### src/rtl/core/ptld_pkg.sv
// Shared constants, codes and control types of the priority task list dispatcher.
`timescale 1ns / 1ps

package ptld_pkg;

    // Default pool size.
    localparam int MAX_TASKS_DEF = 64;

    // Field widths fixed by the request and response formats.
    localparam int OP_W   = 3;
    localparam int HDL_W  = 6;
    localparam int PRI_W  = 16;
    localparam int HND_W  = 16;
    localparam int CTX_W  = 32;
    localparam int STAT_W = 2;

    // Operation codes.
    localparam logic [OP_W-1:0] OP_ADD    = 3'd0;
    localparam logic [OP_W-1:0] OP_DELETE = 3'd1;
    localparam logic [OP_W-1:0] OP_CHANGE = 3'd2;
    localparam logic [OP_W-1:0] OP_START  = 3'd3;
    localparam logic [OP_W-1:0] OP_NEXT   = 3'd4;

    // Response status codes.
    localparam logic [STAT_W-1:0] RS_OK       = 2'd0;
    localparam logic [STAT_W-1:0] RS_FULL     = 2'd1;
    localparam logic [STAT_W-1:0] RS_BAD      = 2'd2;
    localparam logic [STAT_W-1:0] RS_FINISHED = 2'd3;

    // Datapath micro-steps issued by the controller.
    typedef enum logic [3:0] {
        STEP_NONE,
        STEP_ADD0,
        STEP_ADD1,
        STEP_WALK,
        STEP_INS0,
        STEP_INS1,
        STEP_DEL0,
        STEP_DEL1,
        STEP_CHG0,
        STEP_CHG1,
        STEP_NX0,
        STEP_NX1,
        STEP_SIMPLE
    } ptld_step_t;

    // Command from controller to datapath.
    typedef struct packed {
        ptld_step_t step;
        logic       load_req;
        logic       push_out;
    } ptld_cmd_t;

    // Status from datapath to controller.
    typedef struct packed {
        logic full;
        logic bad;
        logic hit;
        logic cur_end;
        logic dispatch;
        logic out_free;
    } ptld_stat_t;

endpackage

### src/rtl/core/ptld_ctrl.sv
// Controller state machine that sequences each request through the datapath.
`timescale 1ns / 1ps

module ptld_ctrl
    import ptld_pkg::*;
(
    input  logic            clk,
    input  logic            rst_n,
    input  logic            in_valid,
    input  logic [OP_W-1:0] in_op,
    output logic            in_ready,
    output ptld_cmd_t       cmd,
    input  ptld_stat_t      st
);

    typedef enum logic [13:0] {
        S_IDLE   = 14'b00000000000001,
        S_ADD0   = 14'b00000000000010,
        S_ADD1   = 14'b00000000000100,
        S_WALK   = 14'b00000000001000,
        S_INS0   = 14'b00000000010000,
        S_INS1   = 14'b00000000100000,
        S_DEL0   = 14'b00000001000000,
        S_DEL1   = 14'b00000010000000,
        S_CHG0   = 14'b00000100000000,
        S_CHG1   = 14'b00001000000000,
        S_NX0    = 14'b00010000000000,
        S_NX1    = 14'b00100000000000,
        S_SIMPLE = 14'b01000000000000,
        S_OUT    = 14'b10000000000000
    } state_t;

    state_t state_reg;
    state_t state_next;

    // State register.
    always_ff @(posedge clk or negedge rst_n)
    begin
        if (!rst_n)
        begin
            state_reg <= S_IDLE;
        end
        else
        begin
            state_reg <= state_next;
        end
    end

    assign in_ready = (state_reg == S_IDLE);

    // Next state and command decode.
    always_comb
    begin
        state_next   = state_reg;
        cmd.step     = STEP_NONE;
        cmd.load_req = 1'b0;
        cmd.push_out = 1'b0;
        unique case (state_reg)
            S_IDLE:
            begin
                cmd.load_req = in_valid;
                if (in_valid)
                begin
                    unique case (in_op)
                        OP_ADD:    state_next = S_ADD0;
                        OP_DELETE: state_next = S_DEL0;
                        OP_CHANGE: state_next = S_CHG0;
                        OP_NEXT:   state_next = S_NX0;
                        default:   state_next = S_SIMPLE;
                    endcase
                end
            end
            S_ADD0:
            begin
                cmd.step   = STEP_ADD0;
                state_next = st.full ? S_OUT : S_ADD1;
            end
            S_ADD1:
            begin
                cmd.step   = STEP_ADD1;
                state_next = S_WALK;
            end
            S_WALK:
            begin
                cmd.step   = STEP_WALK;
                state_next = st.hit ? S_INS0 : S_WALK;
            end
            S_INS0:
            begin
                cmd.step   = STEP_INS0;
                state_next = S_INS1;
            end
            S_INS1:
            begin
                cmd.step   = STEP_INS1;
                state_next = S_OUT;
            end
            S_DEL0:
            begin
                cmd.step   = STEP_DEL0;
                state_next = st.bad ? S_OUT : S_DEL1;
            end
            S_DEL1:
            begin
                cmd.step   = STEP_DEL1;
                state_next = S_OUT;
            end
            S_CHG0:
            begin
                cmd.step   = STEP_CHG0;
                state_next = st.bad ? S_OUT : S_CHG1;
            end
            S_CHG1:
            begin
                cmd.step   = STEP_CHG1;
                state_next = S_OUT;
            end
            S_NX0:
            begin
                cmd.step   = STEP_NX0;
                state_next = st.cur_end ? S_OUT : S_NX1;
            end
            S_NX1:
            begin
                cmd.step   = STEP_NX1;
                state_next = st.dispatch ? S_OUT : S_NX0;
            end
            S_SIMPLE:
            begin
                cmd.step   = STEP_SIMPLE;
                state_next = S_OUT;
            end
            S_OUT:
            begin
                cmd.push_out = st.out_free;
                if (st.out_free)
                begin
                    state_next = S_IDLE;
                end
            end
            default:
            begin
                state_next = S_IDLE;
            end
        endcase
    end

endmodule

### config.mk
export PLATFORM = sky130hd
export DESIGN_NAME = ptld_ctrl
export DESIGN_NICKNAME = d
export VERILOG_FILES = /design/src/rtl/core/ptld_pkg.sv /design/src/rtl/core/ptld_ctrl.sv
export SDC_FILE = /design/constraint.sdc
export NUM_CORES = 1
export LEC_CHECK = 0
export BUFFER_PORTS_ARGS = -buffer_cell sky130_fd_sc_hd__buf_2
export CAP_MARGIN = 20
export CORE_MARGIN = 3
export CORE_UTILIZATION = 30
export DETAILED_ROUTE_END_ITERATION = 8
export PLACE_DENSITY = 0.48
export SLEW_MARGIN = 10
export SYNTH_ARGS = -nofsm -noshare
export SYNTH_HDL_FRONTEND = slang
export SYNTH_SLANG_ARGS = --single-unit
export TNS_END_PERCENT = 100
### constraint.sdc
create_clock -name clk -period 2.3 [get_ports clk]
set_input_delay 0.345 -clock clk [delete_from_list [all_inputs] [get_ports clk]]
set_output_delay 0.345 -clock clk [all_outputs]
set_load 0.1 [all_outputs]
After elaboration in Yosys (flattened, before gate mapping). Cells that the tools add are included.

Eq/ne operators: 19. Mux-type cells: 13. Reductions and logical operators: 3.

Operators by type and width (count): $pmux 14 s11 (1); $mux 14 (7); $pmux 13 s4 (1); $pmux 4 s12 (1); $eq 14x1->1 const B (1); $eq 14x10->1 const B (1); $eq 14x11->1 const B (1); $eq 14x12->1 const B (1); $eq 14x13->1 const B (1); $eq 14x14->1 const B (1); $eq 14x2->1 const B (1); $eq 14x3->1 const B (1); $eq 14x4->1 const B (1); $eq 14x5->1 const B (1); $eq 14x6->1 const B (1); $eq 14x7->1 const B (1); $eq 14x8->1 const B (1); $eq 14x9->1 const B (1); $mux 5 (1); $ne 2x2->1 const B (2); $reduce_or 4->1 (1); $eq 3x1->1 const B (1); $eq 3x2->1 const B (1); $eq 3x3->1 const B (1); other kinds (3) (4).

Bits in registers: 14. Word-level logic and storage cells: 36. Output and inout bits: 7. Input bits: 12.

Longest topological paths before layout.
Depth after elaboration: 4. Depth in mapped cells: 6. Gate-level depth less buffers: 5.

Least setup slack after synthesis. No wires, ideal clock.

Path kind: reg-to-output. Start: register state_reg[10]. End: output cmd[2] (netlist name). Stages on the path, launching flop included: 5. Path slack: -1.298 ns. Data required time: 1.955 ns. Buffers on the path: 1. Data arrival time: 3.253 ns. Cells stage by stage: dfrtp_1 buf_6 nor3_1 nand2_2 o31ai_1.

RTL lines: from (decl) (RTL line ptld_ctrl.sv:33) `state_t state_reg;`; from (signal assigned) (RTL line ptld_ctrl.sv:45) `state_reg <= state_next;`; to (decl) (RTL line ptld_ctrl.sv:12) `output ptld_cmd_t cmd,`.

==> results.md <==
* Fin nets at 177
* Vias in the first global route at 1,055
* Fin crit share at 0.9962
* DIE WIDTH at 65.86 um
* Proportion of layout cells with a drive suffix above 1 at 0.5122
* Kind of end point of the critical path: output port
* Worst Setup Start Kind: flip-flop
* Mapped Area at 1075 um^2
* Largest net degree at the start of global routing at 15
* PwrDens at 985.2 nW/um^2
* Clk root buf: clkbuf_4
* First-pass GRT wire length at 4836 um
* Max FFs per register at 14
* Critical path type: flip-flop to output port
* Final ANT Viol Nets at 0
* DRC at 0
* Max Slew Vio Count at 0
* Slew @ Worst Pin at 372.0 ps
* Via count at 1,094
* Arr. time, crit path at 1950 ps
* Rel. slew slack at 0.7520
* Final WL at 3014 um
* Clock Sinks at 14
* Ys Warns at 0
* Post-Syn Instances at 124
* Tmin final at 2291 ps
* P_leak at 0.7054 nW
* Sequential area share after synthesis at 0.3271
* Global-route usage over all layers at 0.1450
* IO Port Bufs at 18
* Clk slew on worst S/H paths at 90 ps
* Worst Hold Class: input port to flip-flop
* Largest vdd supply drop at 0.001138 V
* Full die area at 4337 um^2
* CTS Buf Count at 3
* Yosys reg bits at 14
* Hold slack at 225.4 ps
* Grt ovf at 0
* Yosys cell types at 43
* Setup Skew at 7.498 ps
* RSZ-0062 raised after global routing: yes
* Final-report setup violation count at 0
* Later-pin clock latency in the skew report at 280 ps
* GPL Wtd Cong at 0.8396
* CP Max Fanout at 4
* Final Hold Fails at 0
* Placeable Area at 3390 um^2
* Initial Util at 0.3171
* Deepest clock path buffer count at 2
* # IOs at 19
* H-tree levels at 1
* Tot Pwr at 1.627 mW
* Drt via density at 5.210
* Synth-to-Final Area Change at 53.67%
* DPL Wire Length at 2252 um
* CTS tree: done
* Status: finished clean
* Syn Area/Cell at 8.668 um^2
* Chip height at 65.86 um
* Antenna cells at 0
* Drt pass-1 iters at 4
* Max-cap viol count at 0
* Antenna violations before repair at 0
* Drt first-iter violations at 36
* Syn_nets at 136
* Req. time, crit path at 1960 ps
* Highest Clock Rate at 436.4 MHz
* WL/cell at 14.35 um
* Row count at 21
[critical path: stages (launching register included)]
cell,delay (ps)
dfrtp_2,450
or4_4,580
nor3_2,160
o2111ai_2,180
nand3_2,120
buf_12,170
[repair_timing]
action                                  CTS  global route
hold endpoints to repair                 13             0
hold buffers                              1             0
resized for setup                        11            14
pin swaps                                 4             9
setup buffers                             9            10
endpoints found under the setup margin    4             6
[per-layer routing]
| metal | vias to the layer above | wire length, um | GRT usage |
|---|---|---|---|
| li1 | 539 | - | - |
| met3 | 4 | 111 | 0.02041 |
| met2 | 25 | 1544 | 0.2503 |
| met1 | 526 | 1324 | 0.1804 |
| met4 | 0 | 33 | 0.05699 |
| met5 | - | 0 | 0 |
[metrics by stage]
step / util / TNS, ps / instances / setup WS, ps / area (um^2)
after floorplan: - / -1802 / 124 / -601.8 / 1117
after global placement: 0.4016 / 0 / 186 / 249.3 / 1361
after detailed placement: 0.4016 / 0 / 186 / 235.7 / 1361
after CTS: 0.4474 / -14.55 / 200 / -14.55 / 1516
after global routing: 0.4873 / -151.8 / 210 / -68.23 / 1652
final: 0.4873 / 0 / 210 / 8.743 / 1652
[area by class of cell]
cell class / count / area [um^2]
Fill cell: 307 / 1738
Multi-Input combinational cell: 97 / 750.7
Timing Repair Buffer: 45 / 425.4
Sequential cell: 14 / 362.8
Tap cell: 46 / 57.56
Clock buffer: 4 / 36.28
Inverter: 4 / 18.77
[path summary, 6_finish.rpt]
check / start / slack, ps / to / cells past startpoint
setup / recovery: state_reg[4]$_DFFE_PN0P_ / 9 / cmd[3] / 5
hold / removal: st[5] / 230 / state_reg[2]$_DFFE_PN0P_ / 2
setup reg to reg: state_reg[4]$_DFFE_PN0P_ / 290 / state_reg[6]$_DFFE_PN0P_ / 6
hold reg to reg: state_reg[1]$_DFFE_PN0P_ / 550 / state_reg[3]$_DFFE_PN0P_ / 1
max in group asynchronous: rst_n / 1530 / state_reg[0]$_DFFE_PN1P_ / 2
min in group asynchronous: rst_n / 480 / state_reg[4]$_DFFE_PN0P_ / 2
[layout by cell type, fill, tap and decap left out, types with 4 or more instances in the layout]
| cell | synthesis | routed |
|---|---|---|
| a21oi_1 | 4 | 4 |
| buf_12 | 0 | 7 |
| buf_2 | 4 | 11 |
| buf_4 | 2 | 23 |
| dfrtp_1 | 13 | 4 |
| dfrtp_2 | 0 | 9 |
| nand2_1 | 6 | 6 |
| nand4_1 | 4 | 4 |
| nor2_1 | 10 | 9 |
| nor3_1 | 13 | 8 |
| nor3b_1 | 4 | 4 |
| o21ai_0 | 10 | 9 |
| xor2_1 | 4 | 4 |
[cells in the mapped netlist (all sizes together)]
cell	instances	area share
a32oi	1	0.0082
a31oi	1	0.0058
nand3	2	0.0093
inv	4	0.014
nor3b	4	0.028
nor2b	2	0.012
nand4	4	0.023
nor2	10	0.035
or4	1	0.010
o211ai	1	0.0070
nor4	5	0.055
xnor2	3	0.024
and4	1	0.0082
nor4b	3	0.030
xor2	4	0.033
mux2i	1	0.0093
dfrtp	13	0.30
and3	2	0.013
nand2	9	0.038
o31ai	1	0.0070
nand3b	1	0.0070
o21ai	10	0.047
nor3	14	0.076
or3b	1	0.0082
or4b	1	0.013
a21oi	4	0.019
nand4b	2	0.016
buf	9	0.057
dfstp	1	0.024
o22ai	1	0.0058
o2111ai	2	0.016
o211a	1	0.0093
nand2b	2	0.012
or3	3	0.017
[logic make-up (layout without fill, tap and decap cells)]
group	after synthesis	count (layout)	synth area share
AOI/OAI and AO/OA	22	22	0.1246
DFF	14	14	0.3271
xor gates and xnor gates	7	7	0.05704
buffers and inverters	13	53	0.07100
and+or+nand+nor	67	67	0.4109
muxes	1	1	0.009314
[power by group]
part,leakage [nW],internal (mW),switching (mW)
Clock,0.0210,0.0962,0.0789
Combinational,0.508,0.506,0.628
Sequential,0.176,0.278,0.0393
(Power assumes the default switching activity.)
